`src/assert_macros.svh`:
```
// Assertion helpers shared by the RTL.
`ifndef ASSERT_MACROS_SVH
`define ASSERT_MACROS_SVH

// Checked only while reset is low.
`define KCD_ASSERT(name, clk, rst, prop) \
   name: assert property (@(posedge clk) disable iff (rst) prop) \
      else $error("kcd assertion failed");

// Checked on every edge, reset included.
`define KCD_ASSERT_ALWAYS(name, clk, prop) \
   name: assert property (@(posedge clk) prop) \
      else $error("kcd assertion failed");

`endif

```
`src/kcd_pkg.sv`:
```
package kcd_pkg;

   // Field widths
   localparam int HOUR_W  = 5;
   localparam int COUNT_W = 4;
   localparam int TICK_W  = 16;

   // Configuration port
   localparam int CSR_INDEX_W = 3;
   localparam int CSR_DATA_W  = 16;

   localparam logic [CSR_INDEX_W-1:0] CSR_ENABLE         = 3'd0;
   localparam logic [CSR_INDEX_W-1:0] CSR_OPEN_FROM_HOUR  = 3'd1;
   localparam logic [CSR_INDEX_W-1:0] CSR_OPEN_UNTIL_HOUR = 3'd2;
   localparam logic [CSR_INDEX_W-1:0] CSR_PRESSES_NEEDED  = 3'd3;
   localparam logic [CSR_INDEX_W-1:0] CSR_WINDOW_TICKS    = 3'd4;
   localparam logic [CSR_INDEX_W-1:0] CSR_DOOR_TICKS      = 3'd5;
   localparam logic [CSR_INDEX_W-1:0] CSR_BUZZER_TICKS    = 3'd6;

   // Register reset values
   localparam logic [HOUR_W-1:0]  RST_OPEN_FROM_HOUR  = 5'd8;
   localparam logic [HOUR_W-1:0]  RST_OPEN_UNTIL_HOUR = 5'd18;
   localparam logic [COUNT_W-1:0] RST_PRESSES_NEEDED  = 4'd4;
   localparam logic [TICK_W-1:0]  RST_TICKS           = 16'd3000;

   localparam logic [COUNT_W-1:0] COUNT_MAX = '1;
   localparam logic [TICK_W-1:0]  TICK_MAX  = '1;

   typedef enum logic [1:0] {
      MODE_IDLE,
      MODE_COUNT,
      MODE_DOOR,
      MODE_BUZZ
   } mode_type;

   typedef struct packed {
      logic               enable;
      logic [HOUR_W-1:0]  open_from_hour;
      logic [HOUR_W-1:0]  open_until_hour;
      logic [COUNT_W-1:0] presses_needed;
      logic [TICK_W-1:0]  window_ticks;
      logic [TICK_W-1:0]  door_pulse_ticks;
      logic [TICK_W-1:0]  buzzer_pulse_ticks;
   } cfg_type;

   typedef struct packed {
      logic               door_drive;
      logic               buzzer_drive;
      logic [COUNT_W-1:0] press_count;
   } result_type;

endpackage

```
`src/kcd_if.sv`:
```
// Request channel: one tick sample per request
interface kcd_req_if;
   logic                       valid;
   logic                       ready;
   logic                       buzz_level;
   logic [kcd_pkg::HOUR_W-1:0] hour_now;

   modport source (output valid, output buzz_level, output hour_now, input ready);
   modport sink   (input valid, input buzz_level, input hour_now, output ready);
endinterface

// Result channel: one result per tick
interface kcd_rsp_if;
   logic                        valid;
   logic                        ready;
   logic                        door_drive;
   logic                        buzzer_drive;
   logic [kcd_pkg::COUNT_W-1:0] press_count;

   modport source (output valid, output door_drive, output buzzer_drive,
                   output press_count, input ready);
   modport sink   (input valid, input door_drive, input buzzer_drive,
                   input press_count, output ready);
endinterface

```
`src/knock_code_door_opener_core.sv`:
```
// An accepted request passes the input register and then the result register before its
// result is valid; a stalled result can hold it in the input register in between.
// Throughput: one request per cycle when not stalled; a stalled result holds the input
// register and request ready follows result ready in the same cycle, so no bubble opens.
// Reset: synchronous, active high; clears sequencer state and pipeline
// valids, and returns all configuration registers to their default values.
`include "assert_macros.svh"

module knock_code_door_opener_core (
   input  logic                             clock,
   input  logic                             reset,
   kcd_req_if.sink                          req_bus,
   kcd_rsp_if.source                        rsp_bus,
   input  logic                             csr_we,
   input  logic [kcd_pkg::CSR_INDEX_W-1:0]  csr_index,
   input  logic [kcd_pkg::CSR_DATA_W-1:0]   csr_wdata
);

   kcd_pkg::cfg_type             cfg;
   kcd_pkg::result_type          step_result;
   kcd_pkg::result_type          out_ff;
   logic                         in_valid_ff;
   logic                         out_valid_ff;
   logic                         in_buzz_ff;
   logic [kcd_pkg::HOUR_W-1:0]   in_hour_ff;
   logic                         advance;
   logic                         req_take;

   kcd_csr u_csr (
      .clock     (clock),
      .reset     (reset),
      .csr_we    (csr_we),
      .csr_index (csr_index),
      .csr_wdata (csr_wdata),
      .cfg       (cfg)
   );

   // Stage handshake: input reg moves on when the result reg is free
   assign advance      = in_valid_ff && (!out_valid_ff || rsp_bus.ready);
   assign req_bus.ready = !in_valid_ff || advance;
   assign req_take     = req_bus.valid && req_bus.ready;

   // Input register
   always_ff @(posedge clock) begin
      if (reset) begin
         in_valid_ff <= 1'b0;
      end else if (req_bus.ready) begin
         in_valid_ff <= req_bus.valid;
      end
   end

   always_ff @(posedge clock) begin
      if (req_take) begin
         in_buzz_ff <= req_bus.buzz_level;
         in_hour_ff <= req_bus.hour_now;
      end
   end

   kcd_step u_step (
      .clock      (clock),
      .reset      (reset),
      .step_go    (advance),
      .buzz_level (in_buzz_ff),
      .hour_now   (in_hour_ff),
      .cfg        (cfg),
      .result     (step_result)
   );

   // Result register
   always_ff @(posedge clock) begin
      if (reset) begin
         out_valid_ff <= 1'b0;
      end else if (advance) begin
         out_valid_ff <= 1'b1;
      end else if (rsp_bus.ready) begin
         out_valid_ff <= 1'b0;
      end
   end

   always_ff @(posedge clock) begin
      if (advance) begin
         out_ff <= step_result;
      end
   end

   assign rsp_bus.valid        = out_valid_ff;
   assign rsp_bus.door_drive   = out_ff.door_drive;
   assign rsp_bus.buzzer_drive = out_ff.buzzer_drive;
   assign rsp_bus.press_count  = out_ff.press_count;

   // A processed request always lands in the result register
   `KCD_ASSERT(a_advance_fills, clock, reset, advance |=> out_valid_ff)
   // A request held in the input stage is not dropped while stalled
   `KCD_ASSERT(a_input_holds, clock, reset, (in_valid_ff && !advance) |=> in_valid_ff)
   // The input stage never advances into a full, stalled result register
   `KCD_ASSERT(a_no_overrun, clock, reset, (out_valid_ff && !rsp_bus.ready) |-> !advance)

endmodule

```
`src/kcd_csr.sv`:
```
module kcd_csr (
   input  logic                              clock,
   input  logic                              reset,
   input  logic                              csr_we,
   input  logic [kcd_pkg::CSR_INDEX_W-1:0]   csr_index,
   input  logic [kcd_pkg::CSR_DATA_W-1:0]    csr_wdata,
   output kcd_pkg::cfg_type                  cfg
);

   kcd_pkg::cfg_type cfg_ff;
   kcd_pkg::cfg_type cfg_in;

   // Register write decode; unknown indexes are dropped
   always_comb begin
      cfg_in = cfg_ff;
      if (csr_we) begin
         case (csr_index)
            kcd_pkg::CSR_ENABLE:          cfg_in.enable = csr_wdata[0];
            kcd_pkg::CSR_OPEN_FROM_HOUR:
               cfg_in.open_from_hour = csr_wdata[kcd_pkg::HOUR_W-1:0];
            kcd_pkg::CSR_OPEN_UNTIL_HOUR:
               cfg_in.open_until_hour = csr_wdata[kcd_pkg::HOUR_W-1:0];
            kcd_pkg::CSR_PRESSES_NEEDED:
               cfg_in.presses_needed = csr_wdata[kcd_pkg::COUNT_W-1:0];
            kcd_pkg::CSR_WINDOW_TICKS:
               cfg_in.window_ticks = csr_wdata[kcd_pkg::TICK_W-1:0];
            kcd_pkg::CSR_DOOR_TICKS:
               cfg_in.door_pulse_ticks = csr_wdata[kcd_pkg::TICK_W-1:0];
            kcd_pkg::CSR_BUZZER_TICKS:
               cfg_in.buzzer_pulse_ticks = csr_wdata[kcd_pkg::TICK_W-1:0];
            default: ;
         endcase
      end
   end

   always_ff @(posedge clock) begin
      if (reset) begin
         cfg_ff.enable             <= 1'b0;
         cfg_ff.open_from_hour     <= kcd_pkg::RST_OPEN_FROM_HOUR;
         cfg_ff.open_until_hour    <= kcd_pkg::RST_OPEN_UNTIL_HOUR;
         cfg_ff.presses_needed     <= kcd_pkg::RST_PRESSES_NEEDED;
         cfg_ff.window_ticks       <= kcd_pkg::RST_TICKS;
         cfg_ff.door_pulse_ticks   <= kcd_pkg::RST_TICKS;
         cfg_ff.buzzer_pulse_ticks <= kcd_pkg::RST_TICKS;
      end else begin
         cfg_ff <= cfg_in;
      end
   end

   assign cfg = cfg_ff;

endmodule

```
`src/kcd_step.sv`:
```
`include "assert_macros.svh"

module kcd_step (
   input  logic                          clock,
   input  logic                          reset,
   input  logic                          step_go,
   input  logic                          buzz_level,
   input  logic [kcd_pkg::HOUR_W-1:0]    hour_now,
   input  kcd_pkg::cfg_type              cfg,
   output kcd_pkg::result_type           result
);

   kcd_pkg::mode_type             mode_ff, mode_in;
   logic [kcd_pkg::TICK_W-1:0]    window_timer_ff, window_timer_in;
   logic [kcd_pkg::TICK_W-1:0]    pulse_timer_ff, pulse_timer_in;
   logic [kcd_pkg::COUNT_W-1:0]   presses_seen_ff, presses_seen_in;
   logic                          held_ff, held_in;
   logic                          free_entry;
   logic                          win_done;

   // Free entry only strictly inside the hour window
   assign free_entry = (hour_now > cfg.open_from_hour) && (hour_now < cfg.open_until_hour);

   // Next state for one tick
   always_comb begin
      mode_in         = mode_ff;
      window_timer_in = window_timer_ff;
      pulse_timer_in  = pulse_timer_ff;
      presses_seen_in = presses_seen_ff;
      held_in         = held_ff;
      win_done        = 1'b0;

      case (mode_ff)
         kcd_pkg::MODE_IDLE: begin
            if (cfg.enable && buzz_level) begin
               if (free_entry) begin
                  mode_in        = kcd_pkg::MODE_DOOR;
                  pulse_timer_in = (cfg.door_pulse_ticks == '0) ? kcd_pkg::TICK_W'(1)
                                                                : cfg.door_pulse_ticks;
               end else begin
                  mode_in         = kcd_pkg::MODE_COUNT;
                  window_timer_in = '0;
                  presses_seen_in = '0;
                  held_in         = 1'b1;
               end
            end
         end
         kcd_pkg::MODE_COUNT: begin
            if (window_timer_ff != kcd_pkg::TICK_MAX) begin
               window_timer_in = window_timer_ff + kcd_pkg::TICK_W'(1);
            end
            if (buzz_level) begin
               held_in = 1'b1;
            end else begin
               // count on release, saturating
               if (held_ff) begin
                  if (presses_seen_ff != kcd_pkg::COUNT_MAX) begin
                     presses_seen_in = presses_seen_ff + kcd_pkg::COUNT_W'(1);
                  end
                  held_in = 1'b0;
               end
               win_done = (window_timer_in >= cfg.window_ticks);
               if (win_done) begin
                  if (presses_seen_in == cfg.presses_needed) begin
                     mode_in        = kcd_pkg::MODE_DOOR;
                     pulse_timer_in = (cfg.door_pulse_ticks == '0) ? kcd_pkg::TICK_W'(1)
                                                                   : cfg.door_pulse_ticks;
                  end else begin
                     mode_in        = kcd_pkg::MODE_BUZZ;
                     pulse_timer_in = (cfg.buzzer_pulse_ticks == '0) ? kcd_pkg::TICK_W'(1)
                                                                     : cfg.buzzer_pulse_ticks;
                  end
               end
            end
         end
         default: ;
      endcase

      // Pulse phase, including a pulse started on this tick
      result.door_drive   = (mode_in == kcd_pkg::MODE_DOOR);
      result.buzzer_drive = (mode_in == kcd_pkg::MODE_BUZZ);
      if (result.door_drive || result.buzzer_drive) begin
         if (pulse_timer_in != '0) begin
            pulse_timer_in = pulse_timer_in - kcd_pkg::TICK_W'(1);
         end
         if (pulse_timer_in == '0) begin
            mode_in = kcd_pkg::MODE_IDLE;
         end
      end
      result.press_count = presses_seen_in;
   end

   // State registers advance once per tick
   always_ff @(posedge clock) begin
      if (reset) begin
         mode_ff         <= kcd_pkg::MODE_IDLE;
         window_timer_ff <= '0;
         pulse_timer_ff  <= '0;
         presses_seen_ff <= '0;
         held_ff         <= 1'b0;
      end else if (step_go) begin
         mode_ff         <= mode_in;
         window_timer_ff <= window_timer_in;
         pulse_timer_ff  <= pulse_timer_in;
         presses_seen_ff <= presses_seen_in;
         held_ff         <= held_in;
      end
   end

   // A pulse in progress always has ticks left
   `KCD_ASSERT(a_pulse_timer_live, clock, reset,
      (mode_ff == kcd_pkg::MODE_DOOR || mode_ff == kcd_pkg::MODE_BUZZ) |-> pulse_timer_ff != '0)
   // Door and buzzer are never driven together
   `KCD_ASSERT(a_drive_exclusive, clock, reset, !(result.door_drive && result.buzzer_drive))
   // Reset returns the sequencer to idle
   `KCD_ASSERT_ALWAYS(a_reset_idle, clock, reset |=> mode_ff == kcd_pkg::MODE_IDLE)

endmodule

```
`src/flat_wrapper.sv`:
```
// flat-port wrapper written by rule: the top's interface ports become plain ports
module knock_code_door_opener_core_flat 
  (clock, reset, csr_we, csr_index, csr_wdata, req_bus_valid, req_bus_buzz_level, req_bus_hour_now, req_bus_ready, rsp_bus_valid, rsp_bus_door_drive, rsp_bus_buzzer_drive, rsp_bus_press_count, rsp_bus_ready);
  kcd_req_if req_bus_i ();
  kcd_rsp_if rsp_bus_i ();
  input  logic clock;
  input  logic reset;
  input  logic csr_we;
  input  logic [kcd_pkg::CSR_INDEX_W-1:0] csr_index;
  input  logic [kcd_pkg::CSR_DATA_W-1:0] csr_wdata;
  input wire logic [$bits(req_bus_i.valid)-1:0] req_bus_valid;
  input wire logic [$bits(req_bus_i.buzz_level)-1:0] req_bus_buzz_level;
  input wire logic [$bits(req_bus_i.hour_now)-1:0] req_bus_hour_now;
  output wire logic [$bits(req_bus_i.ready)-1:0] req_bus_ready;
  output wire logic [$bits(rsp_bus_i.valid)-1:0] rsp_bus_valid;
  output wire logic [$bits(rsp_bus_i.door_drive)-1:0] rsp_bus_door_drive;
  output wire logic [$bits(rsp_bus_i.buzzer_drive)-1:0] rsp_bus_buzzer_drive;
  output wire logic [$bits(rsp_bus_i.press_count)-1:0] rsp_bus_press_count;
  input wire logic [$bits(rsp_bus_i.ready)-1:0] rsp_bus_ready;
  assign req_bus_i.valid = req_bus_valid;
  assign req_bus_i.buzz_level = req_bus_buzz_level;
  assign req_bus_i.hour_now = req_bus_hour_now;
  assign req_bus_ready = req_bus_i.ready;
  assign rsp_bus_valid = rsp_bus_i.valid;
  assign rsp_bus_door_drive = rsp_bus_i.door_drive;
  assign rsp_bus_buzzer_drive = rsp_bus_i.buzzer_drive;
  assign rsp_bus_press_count = rsp_bus_i.press_count;
  assign rsp_bus_i.ready = rsp_bus_ready;
  knock_code_door_opener_core u_core (.clock(clock), .reset(reset), .req_bus(req_bus_i), .rsp_bus(rsp_bus_i), .csr_we(csr_we), .csr_index(csr_index), .csr_wdata(csr_wdata));
endmodule
```
`config.mk`:
```
export PLATFORM = sky130hd
export DESIGN_NAME = knock_code_door_opener_core_flat
export DESIGN_NICKNAME = d
export VERILOG_FILES = /design/src/kcd_pkg.sv /design/src/kcd_if.sv /design/src/knock_code_door_opener_core.sv /design/src/kcd_csr.sv /design/src/kcd_step.sv /design/src/flat_wrapper.sv
export VERILOG_INCLUDE_DIRS = /design/src /design/src/src
export SDC_FILE = /design/constraint.sdc
export NUM_CORES = 1
export LEC_CHECK = 0
export ABC_AREA = 1
export BUFFER_PORTS_ARGS = -buffer_cell sky130_fd_sc_hd__buf_2
export CAP_MARGIN = 15
export CORE_MARGIN = 3
export CORE_UTILIZATION = 44
export DETAILED_ROUTE_END_ITERATION = 6
export PLACE_DENSITY = 0.66
export SETUP_SLACK_MARGIN = 0.3
export SLEW_MARGIN = 20
export SYNTH_ARGS = -nofsm -noshare
export SYNTH_HDL_FRONTEND = slang
export SYNTH_SLANG_ARGS = --single-unit
```
`constraint.sdc`:
```
create_clock -name clock -period 6.2 [get_ports clock]
set_input_delay 1.24 -clock clock [delete_from_list [all_inputs] [get_ports clock]]
set_output_delay 1.24 -clock clock [all_outputs]
set_load 0.02 [all_outputs]
```
# After elaboration in Yosys (flattened, before gate mapping)
# Cells that the tools add are included.
[word_totals] regBits=116 latchBits=0 mem_bits_rw=0 romBits=0 mem_count=0
[op_classes] addsub=3 n_mul=0 div_mod_pow=0 n_lt_le_gt_ge=3 n_eq_ne=14 n_shift=0 muxes=38 bitwise_logic=0 reduce_logical=25
[op_table] operator="16-bit 2-to-1 mux" count=14
[op_table] operator="16-bit case mux with 2 select lines" count=2
[op_table] operator="16-bit zero test" count=3
[op_table] operator="4-bit 2-to-1 mux" count=7
[op_table] operator="16-bit by 1-bit adder with 16-bit output (second input constant)" count=1
[op_table] operator="16-bit greater-or-equal comparator" count=1
[op_table] operator="16-bit != test (second input constant)" count=1
[op_table] operator="16-bit nonzero test" count=1
[op_table] operator="16-bit by 1-bit subtractor with 16-bit output (second input constant)" count=1
[op_table] operator="2-bit AND reduction" count=7
[op_table] operator="2-bit 2-to-1 mux" count=6
[op_table] operator="3-bit == test (second input constant)" count=3
[op_table] operator="4-bit case mux with 2 select lines" count=1
[op_table] operator="3-bit by 2-bit == test with 1-bit output (second input constant)" count=2
[op_table] operator="1-bit 2-to-1 mux" count=6
[op_table] operator="5-bit > comparator" count=1
[op_table] operator="5-bit less-than comparator" count=1
[op_table] operator="4-bit by 1-bit adder with 4-bit output (second input constant)" count=1
[op_table] operator="2-bit == test (second input constant)" count=2
[op_table] operator="4-bit == test" count=1
[op_table] operator="1-bit logical AND" count=4
[op_table] operator="2-bit != test (second input constant)" count=2
[op_table] operator="4-bit != test (second input constant)" count=1
[op_table] operator="2-bit case mux with 2 select lines" count=1
[op_table] operator="other kinds (9)" count=13

# Longest topological paths before layout
# Gate-level depths: netlist of the first run.
[logic_depth] depth_word=16 mapped_depth=36 depth_no_buf=35

# Hierarchy
# Synthesis of the first run repeated with hierarchy kept, for this count alone.
[hier_totals] hier_cells=1242 area_unflattened_um2=7848.8
[modules_own_cells] module="kcd_step" n_inst=1 cells_each=873 area_each_um2=4897.2
[modules_own_cells] module="kcd_csr" n_inst=1 cells_each=345 area_each_um2=2499.9
[modules_own_cells] module="knock_code_door_opener_core" n_inst=1 cells_each=24 area_each_um2=451.7

# Least setup slack after synthesis of the first run
# OpenSTA, ideal clock, no wires.
[synth_timing] kind="register to register" startpoint="register u_core.u_step.window_timer_ff[5] in the netlist's numbering" endpoint="register u_core.u_step.mode_ff[0]" arrival_ns=4.652 slack_ns=1.416 path_stages_with_launch=33 n_path_buf=1 synth_period_minus_slack_ns=4.784 path_cell_list="dfxtp_1 inv_1 nor3_1 nand3_1 nor2_1 inv_1 nor4_1 or2_2 nor2_1 xor2_1 ha_1 nand2_1 nand2_1 nand3_1 nand2_1 a21oi_1 nand3_1 nand2_2 clkbuf_1 a21oi_1 a21oi_4 ha_1 inv_1 nor3_4 nand2_2 nor2_2 nor2_1 nor2_2 nand3_2 nor2_2 nand3_1 nand2_1 a21oi_1"
[synth_via] elab_chain_len=13
[synth_lines] item="start: declaration" line="kcd_step.sv:14" text="logic [kcd_pkg::TICK_W-1:0] window_timer_ff, window_timer_in;"
[synth_lines] item="start signal: assignment" line="kcd_step.sv:103" text="window_timer_ff <= window_timer_in;"
[synth_lines] item="16-bit by 1-bit adder with 16-bit output / 16-bit != test (equally long branches)" line="kcd_step.sv:50, kcd_step.sv:49"
[synth_lines] item="16-bit 2-to-1 mux (*)" line="kcd_step.sv:49" text="if (window_timer_ff != kcd_pkg::TICK_MAX) begin"
[synth_lines] item="16-bit 2-to-1 mux (*)" line="kcd_step.sv:33" text="case (mode_ff)"
[synth_lines] item="16-bit greater-or-equal comparator (*)" line="kcd_step.sv:62" text="win_done = (window_timer_in >= cfg.window_ticks);"
[synth_lines] item="16-bit 2-to-1 mux" line="kcd_step.sv:63" text="if (win_done) begin"
[synth_lines] item="16-bit 2-to-1 mux" line="kcd_step.sv:52" text="if (buzz_level) begin"
[synth_lines] item="16-bit case mux with 2 select lines" line="kcd_step.sv:33"
[synth_lines] item="16-bit by 1-bit subtractor with 16-bit output / 16-bit nonzero test (equally long branches)" line="kcd_step.sv:84, kcd_step.sv:83"
[synth_lines] item="16-bit 2-to-1 mux" line="kcd_step.sv:83" text="if (pulse_timer_in != '0) begin"
[synth_lines] item="16-bit 2-to-1 mux" line="kcd_step.sv:82" text="if (result.door_drive || result.buzzer_drive) begin"
[synth_lines] item="16-bit zero test" line="kcd_step.sv:86" text="if (pulse_timer_in == '0) begin"
[synth_lines] item="2-bit 2-to-1 mux" line="kcd_step.sv:86"
[synth_lines] item="2-bit 2-to-1 mux (*)" line="kcd_step.sv:82"
[synth_lines] item="end signal: assignment" line="kcd_step.sv:96" text="mode_ff <= kcd_pkg::MODE_IDLE;"
[synth_lines] item="end signal: assignment" line="kcd_step.sv:102" text="mode_ff <= mode_in;"
[synth_lines] item="end: declaration" line="kcd_step.sv:13" text="kcd_pkg::mode_type mode_ff, mode_in;"
# Mark *: on every way between the ends. The rest lies on a longest branch, timed or not. The select of a mux whose other input is x is not followed.
# A chain may end at the register's enable or synchronous reset.

# Worst setup path in the final report of the first run
[layout_timing] startpoint="register u_core.u_step.window_timer_ff[0] in the netlist's numbering" endpoint="register u_core.u_step.mode_ff[0]"
# Same word-level chain as after synthesis.

==> impl_metrics.csv, run 1 <==
group,metric,value,unit
status,run_status,"finished, final reports clean",
power_and_ir_drop,power.share.clock,46.6,%
detailed_routing,ant_nets,0,
detailed_routing,drc_violation_count_after_routing,0,
yosys,synthCells,1148,
worst_setup_path,path_common_cell,"sky130_fd_sc_hd__nand3_1",
floorplanning,std_cell_rows,47,
detailed_routing,number_of_iterations_in_the_first_detailed_routing_pass,5,
detailed_routing,vias_per_cell,5.260,
clock_network,cts_buffers,17,
global_routing,wire_length_of_the_first_global_routing_pass,34040,µm
detailed_routing,post_drt_wl_per_cell,15.04,µm
place,place.port_buffers,37,
clock_network,cts_num_sinks,116,
clock_network,clk_pin_slew,0.06,ns
sta,post-route-min-period,5.167,ns
yosys,ys_seq_area_share,31.94,%
detailed_routing,route.final.wire_length,21070,µm
worst_setup_path,endpoint_required_time_on_the_critical_path,6.49,ns
floorplanning,starting_density_of_the_core,45.47,%
worst_setup_path,timing.critical_path.fanout_max,19,
sta,setup_slack,1.033,ns
global_routing,number_of_antenna_violations_at_the_first_check_in_global_routing,0,
global_routing,grt_max_degree,65,
worst_setup_path,cp_slowest_cell,"sky130_fd_sc_hd__dfxtp_1",
clock_network,clock-root-buffer,"sky130_fd_sc_hd__clkbuf_16",
power_and_ir_drop,p_int,0.001384,W
floorplanning,die_area,19000,µm²
global_routing,grt.total_usage,22.82,%
power_and_ir_drop,power.share.combinational,12.2,%
worst_hold_path,hold_path.class,"reg2reg",
final_layout,multi_input_comb_area,4410,µm²
sta,tightestPinTransition,1.008,ns
sta,fin_worst_skew,0.01069,ns
worst_setup_path,critical_path.endpoint_type,"register",
power_and_ir_drop,post-layout-total-power,0.001922,W
power_and_ir_drop,p_switching,0.0005381,W
clock_network,ctsLongestPathBuffers,2,
final_layout,num-nets-final,1228,
sta,hold_violations,0,
yosys,synth_seq_cells,116,
power_and_ir_drop,p_leak,3.927,nW
sta,grt_setup_unrepaired,"false",
final_layout,areaGrowthSynthToFinish,10.96,%
sta,finalSetupViolations,0,
yosys,nets_in_the_synthesized_netlist,1207,
place,dpl.hpwl,15580,µm
sta,worst_hold_slack,0.4635,ns
place,postPlaceCellArea,7949,µm²
worst_setup_path,worst-r2r-setup-slack,1.03,ns
power_and_ir_drop,power.sequential.fraction,41.2,%
clock_network,count_of_instances_resized_after_the_clock_tree_is_built,0,
floorplanning,core-area,16820,µm²
clock_network,cts_setup_buffers,0,
worst_setup_path,worst_setup_path_category,"reg2reg",
final_layout,post_route_cells_drive_above_1_share,13.12,%
worst_setup_path,crit_path_start_kind,"register",
clock_network,clkLatencyLatePin,0.42,ns
sta,total_negative_setup_slacks,0,ns
yosys,synth_enable_flop_cells,12,
yosys,yosysWarningCount,0,
clock_network,cts_hold_repair.buffers,0,
floorplanning,die_h,137.8,µm
detailed_routing,num_vias,7369,
global_routing,first_global_vias,6561,
yosys,post_synth_num_cell_types,44,
sta,slew_viol_final,0,
sta,worst_slew_margin_rel,32.57,%
final_layout,number_of_antenna_cells_inserted,0,
floorplanning,top_level_i_o_count,38,
power_and_ir_drop,switching_fraction_of_total_power,27.99,%
sta,final.period_utilization,83.34,%
floorplanning,width_of_the_die,137.8,µm
final_layout,final_cell_area,8486,µm²
detailed_routing,initialDrtViolationCount,648,
clock_network,cts.htree.levels,4,
final_layout,final-seq-area,2442,µm²
sta,fmaxAchievable,193.5,MHz
yosys,ys_dominant_reg_cell,"sky130_fd_sc_hd__dfxtp_1",
yosys,postSynthAreaPerCell,6.661,µm²
power_and_ir_drop,ir_drop,0.2033,mV
run,timing.max_cap.violations,0,
worst_setup_path,critical-path-max-stage-delay,0.38,ns
clock_network,tritoncts,"yes",
final_layout,fillCellCount,1717,
yosys,synth_area,7647,µm²
worst_setup_path,worst_ep_arrival_time,5.45,ns
place,dpl_worst_slack,1.128,ns
place,gp_congestion,0.9317,
power_and_ir_drop,pwrdens,226.5,nW/µm²
global_routing,globalRouteOverflowTotal,0,
yosys,synthArstFlopShare,0,%
[critical path: cells and delay by family (launching register included)]
family | cells | cell delay (ns)
compound gates | 3 | 0.44
fa+ha+maj | 2 | 0.56
buf+inv | 4 | 0.54
flops | 1 | 0.38
simple gates | 21 | 3.09
[kinds of logic (layout without fill, tap and decap cells)]
logic type	count (synthesis)	count (layout)	synth area share, %
xor+xnor	11	11	1.260
buf+inv	197	230	10.39
simple gates	544	544	33.31
fa+ha+maj	29	29	4.745
flops	116	116	31.94
compound gates	251	251	18.36
[power by group through the flow]
stage	Clock [W]	Sequential [W]	Combinational, W
after floorplan	0	0.000808	0.000173
after global placement	0	0.000808	0.000231
after detailed placement	0	0.000808	0.000232
after CTS	0.000911	0.000792	0.000233
after global routing	0.000938	0.000795	0.000264
final	0.000896	0.000793	0.000234
[per-stage QoR]
stage	utilization (%)	cells
2_1_floorplan	-	1148
3_3_place_gp	47.26	1370
3_5_place_dp	47.26	1370
4_1_cts	50.45	1401
5_1_grt	50.45	1401
6_report	50.45	1401
[worst paths after layout]
path,start,endpoint,cells after the start
max,u_core.u_step.window_timer_ff[0],u_core.u_step.mode_ff[0],30
min,u_core.u_csr.cfg[58],u_core.u_csr.cfg[58],2
max reg2reg,u_core.u_step.window_timer_ff[0],u_core.u_step.mode_ff[0],30
min reg2reg,u_core.u_csr.cfg[58],u_core.u_csr.cfg[58],2
[placed cells by master, fill, tap and decap left out, types with 2 or more instances in the layout]
master / n
sky130_fd_sc_hd__o31ai_1: 2
sky130_fd_sc_hd__clkinv_2: 5
sky130_fd_sc_hd__o211ai_1: 28
sky130_fd_sc_hd__a21oi_2: 2
sky130_fd_sc_hd__nand3_1: 74
sky130_fd_sc_hd__a211oi_1: 7
sky130_fd_sc_hd__dfxtp_1: 104
sky130_fd_sc_hd__nor4_1: 3
sky130_fd_sc_hd__buf_2: 37
sky130_fd_sc_hd__a21oi_1: 123
sky130_fd_sc_hd__nand2_2: 24
sky130_fd_sc_hd__xor2_1: 9
sky130_fd_sc_hd__clkbuf_16: 18
sky130_fd_sc_hd__buf_4: 7
sky130_fd_sc_hd__inv_2: 8
sky130_fd_sc_hd__clkinv_1: 2
sky130_fd_sc_hd__a21oi_4: 3
sky130_fd_sc_hd__nor2_4: 11
sky130_fd_sc_hd__nor2_1: 70
sky130_fd_sc_hd__o21ai_0: 67
sky130_fd_sc_hd__edfxtp_1: 12
sky130_fd_sc_hd__o21ai_1: 14
sky130_fd_sc_hd__clkinvlp_4: 4
sky130_fd_sc_hd__nand4_1: 13
sky130_fd_sc_hd__clkinv_4: 2
sky130_fd_sc_hd__nand2_4: 7
sky130_fd_sc_hd__o21a_1: 2
sky130_fd_sc_hd__nor3_1: 12
sky130_fd_sc_hd__nand3_4: 4
sky130_fd_sc_hd__nand3_2: 7
sky130_fd_sc_hd__nand2_1: 305
sky130_fd_sc_hd__xnor2_1: 2
sky130_fd_sc_hd__nor2_2: 9
sky130_fd_sc_hd__inv_1: 144
sky130_fd_sc_hd__ha_1: 29
[registers in the layout, summed over array words and instances, names as in the netlist, 2 cells and up]
register	count
u_core.in_hour_ff	5
u_core.rsp_bus.press_count	4
u_core.u_csr.cfg	63
u_core.u_step.mode_ff	2
u_core.u_step.presses_seen_ff	4
u_core.u_step.pulse_timer_ff	16
u_core.u_step.window_timer_ff	16
[Yosys cell counts (3+ instances only)]
| cell | count | share of area, % |
|---|---|---|
| sky130_fd_sc_hd__clkbuf_1 | 33 | 1.6 |
| sky130_fd_sc_hd__o21ai_0 | 67 | 4.4 |
| sky130_fd_sc_hd__nor4_1 | 3 | 0.25 |
| sky130_fd_sc_hd__inv_2 | 8 | 0.39 |
| sky130_fd_sc_hd__nor2_1 | 70 | 3.4 |
| sky130_fd_sc_hd__nand2_2 | 24 | 2.0 |
| sky130_fd_sc_hd__nand2_1 | 305 | 15 |
| sky130_fd_sc_hd__nand3_2 | 7 | 0.92 |
| sky130_fd_sc_hd__inv_1 | 144 | 7.1 |
| sky130_fd_sc_hd__nor2_2 | 9 | 0.74 |
| sky130_fd_sc_hd__nor3_1 | 12 | 0.79 |
| sky130_fd_sc_hd__buf_6 | 4 | 0.59 |
| sky130_fd_sc_hd__o21ai_1 | 14 | 0.92 |
| sky130_fd_sc_hd__nand2_4 | 7 | 1.0 |
| sky130_fd_sc_hd__nand4_1 | 13 | 1.1 |
| sky130_fd_sc_hd__a211oi_1 | 7 | 0.69 |
| sky130_fd_sc_hd__a21oi_1 | 123 | 8.0 |
| sky130_fd_sc_hd__edfxtp_1 | 12 | 4.7 |
| sky130_fd_sc_hd__xor2_1 | 9 | 1.0 |
| sky130_fd_sc_hd__nor2_4 | 11 | 1.6 |
| sky130_fd_sc_hd__dfxtp_1 | 104 | 27 |
| sky130_fd_sc_hd__nand3_4 | 4 | 0.92 |
| sky130_fd_sc_hd__o211ai_1 | 28 | 2.7 |
| sky130_fd_sc_hd__a21oi_4 | 3 | 0.64 |
| sky130_fd_sc_hd__ha_1 | 29 | 4.7 |
| sky130_fd_sc_hd__nand3_1 | 74 | 4.8 |
[per-layer routing]
layer / track usage [%] / up-vias / routed length [µm]
li1: - / 3796 / -
met1: 34.05 / 3306 / 10590
met2: 33.79 / 243 / 8861
met3: 3.652 / 24 / 1268
met4: 6.586 / 0 / 347
met5: 0 / - / 0
[layout make-up]
cell class                 instances  area share (%)
clock buffer                      19           5.352
tap                              220           3.244
timing repair buffer              44           2.802
clock inverter                    12          0.9732
inverter                         155           6.871
multi-input combinational        835           51.98
sequential                       116           28.78
Note: power is estimated with default switching activity, not from simulation.
==> inputs of run 2 (changes only) <==
- clock period: 6.2 -> 4.8 ns (I/O delays scaled with it)
==> run 2 against run 1 <==
Flip-flop and latch count is the same. Clock power rose by 50%. Largest cell class unchanged. Maximum frequency increased by 15%. Critical path type unchanged.
==> impl_metrics.csv, run 2 (synthesis gave the netlist of run 1 again) <==
group,metric,value,unit
status,run_status,"finished, final reports clean",
sta,grt_setup_unrepaired,"true",
place,place.port_buffers,37,
worst_setup_path,critical_path.endpoint_type,"register",
detailed_routing,initialDrtViolationCount,665,
sta,fmaxAchievable,222.3,MHz
power_and_ir_drop,p_int,0.001952,W
worst_setup_path,worstPathBufferInverterCount,5,
clock_network,cts_buffers,17,
worst_hold_path,hold_path.class,"reg2reg",
detailed_routing,vias_per_cell,5.353,
worst_setup_path,endpoint_required_time_on_the_critical_path,5.06,ns
floorplanning,width_of_the_die,137.8,µm
global_routing,grt_max_degree,65,
detailed_routing,ant_nets,0,
clock_network,tritoncts,"yes",
sta,total_negative_setup_slacks,0,ns
power_and_ir_drop,switching_fraction_of_total_power,27.59,%
worst_setup_path,cp_slowest_cell,"sky130_fd_sc_hd__dfxtp_2",
clock_network,clk_pin_slew,0.06,ns
final_layout,fillCellCount,1658,
worst_setup_path,worst_ep_arrival_time,4.76,ns
clock_network,ctsLongestPathBuffers,2,
final_layout,number_of_antenna_cells_inserted,0,
place,dp_cells,1378,
power_and_ir_drop,power.share.clock,49.7,%
sta,tightestPinTransition,1.045,ns
power_and_ir_drop,power.sequential.fraction,37.9,%
worst_setup_path,worst_setup_path_category,"reg2reg",
global_routing,number_of_antenna_violations_at_the_first_check_in_global_routing,0,
sta,finalSetupViolations,0,
sta,fin_worst_skew,0.009236,ns
floorplanning,top_level_i_o_count,38,
worst_hold_path,min_delay_path_depth,2,
power_and_ir_drop,pwrdens,295.3,nW/µm²
final_layout,post_route_cells_drive_above_1_share,20.08,%
place,dpl.hpwl,15860,µm
final_layout,num-nets-final,1261,
worst_setup_path,critical-path-max-stage-delay,0.38,ns
global_routing,grt.total_usage,24.02,%
final_layout,final_standard_cell_count_with_taps_included_and_fillers_excluded,1435,
power_and_ir_drop,ir_drop,0.2460,mV
power_and_ir_drop,p_switching,0.0007438,W
floorplanning,starting_density_of_the_core,45.47,%
floorplanning,std_cell_rows,47,
place,gp_congestion,0.8752,
final_layout,most-common-layout-cells,"sky130_fd_sc_hd__nand2_1, sky130_fd_sc_hd__inv_1, sky130_fd_sc_hd__a21oi_1",
worst_setup_path,critical_path_depth,32,
power_and_ir_drop,p_leak,4.243,nW
clock_network,cts_num_sinks,116,
floorplanning,die_h,137.8,µm
final_layout,areaGrowthSynthToFinish,19.39,%
global_routing,globalRouteOverflowTotal,0,
worst_setup_path,timing.critical_path.fanout_max,6,
detailed_routing,number_of_iterations_in_the_first_detailed_routing_pass,5,
detailed_routing,route.final.wire_length,22640,µm
clock_network,clkLatencyLatePin,0.42,ns
detailed_routing,num_vias,7682,
detailed_routing,post_drt_wl_per_cell,15.77,µm
sta,post-route-min-period,4.497,ns
sta,hold_violations,0,
final_layout,layout.cells.most_common,"sky130_fd_sc_hd__nand2_1",
floorplanning,core-area,16820,µm²
sta,worst_slew_margin_rel,30.10,%
run,timing.max_cap.violations,0,
power_and_ir_drop,power.share.combinational,12.4,%
global_routing,wire_length_of_the_first_global_routing_pass,35500,µm
floorplanning,die_area,19000,µm²
sta,final.period_utilization,93.70,%
global_routing,first_global_vias,6803,
clock_network,clock-root-buffer,"sky130_fd_sc_hd__clkbuf_16",
clock_network,cts.htree.levels,4,
worst_setup_path,reg2regPathDepth,32,
final_layout,max_reg_flops,63,
sta,slew_viol_final,0,
worst_setup_path,critical-path-top-delay-family,"simple AND/OR/NAND/NOR gates",
worst_setup_path,worst-r2r-setup-slack,0.30,ns
detailed_routing,drc_violation_count_after_routing,0,
worst_setup_path,crit_path_start_kind,"register",
-- run 2: final cells by class --
cell class | count | area, µm² | area share, %
clock buffers | 20 | 479.2 | 5.249
clock inverters | 12 | 143.9 | 1.576
inverters | 155 | 586.8 | 6.427
multi-input cells | 836 | 4690 | 51.36
flip-flops and latches | 116 | 2455 | 26.89
well taps | 220 | 275.3 | 3.015
repair buffers | 76 | 500.5 | 5.482
-- run 2: worst reg2reg max path, delay by kind of cell, from the launching register on --
kind,cells,cell delay [ns]
AOI/OAI and AO/OA,8,0.98
adders and majority gates,2,0.43
buffers and inverters,5,0.52
DFF,1,0.38
and+or+nand+nor,17,2.03
-- run 2: timing repair --
action	in CTS	in global routing
endpoints found under the setup margin	4	18
cloned	0	1
gates resized for setup	7	75
hold endpoints to repair	0	0
hold buffers	0	0
pin swaps	4	36
buffers inserted	4	20
-- run 2: metrics by stage --
stage | hold WS [ns] | total power (W) | util, % | instance area [µm²] | setup slack (ns)
after CTS | 0.4655 | 0.002689 | 51.75 | 8703 | 0.3031
after detailed placement | 0.4529 | 0.001346 | 47.71 | 8024 | 0.1234
after global routing | 0.4825 | 0.002793 | 54.29 | 9130 | 0.005834
after floorplan | 0.4331 | 0.001266 | - | 7662 | 0.3408
final | 0.4619 | 0.002696 | 54.29 | 9130 | 0.3025
after global placement | 0.4438 | 0.001344 | 47.71 | 8024 | 0.2119
-- run 2: power by group through the flow --
stage | sequential (W) | combinational (W) | clock, W
3_3_place_gp | 0.00104 | 0.000300 | 0
4_1_cts | 0.00102 | 0.000314 | 0.00135
2_1_floorplan | 0.00104 | 0.000223 | 0
5_1_grt | 0.00102 | 0.000372 | 0.00140
3_5_place_dp | 0.00104 | 0.000303 | 0
6_report | 0.00102 | 0.000334 | 0.00134
-- run 2: path summary, 6_finish.rpt --
check,start,end
min,u_core.u_csr.cfg[61],u_core.u_csr.cfg[61]
max reg2reg,u_core.u_step.window_timer_ff[9],u_core.u_step.mode_ff[0]
min reg2reg,u_core.u_csr.cfg[61],u_core.u_csr.cfg[61]
max,u_core.u_step.window_timer_ff[9],u_core.u_step.mode_ff[0]
-- run 2: metal layers --
layer | track usage, % | vias to the layer above | wire, µm
met5 | 0 | - | 0
li1 | - | 3864 | -
met2 | 35.98 | 284 | 9994
met4 | 5.873 | 0 | 296
met3 | 4.456 | 23 | 1708
met1 | 35.54 | 3511 | 10640
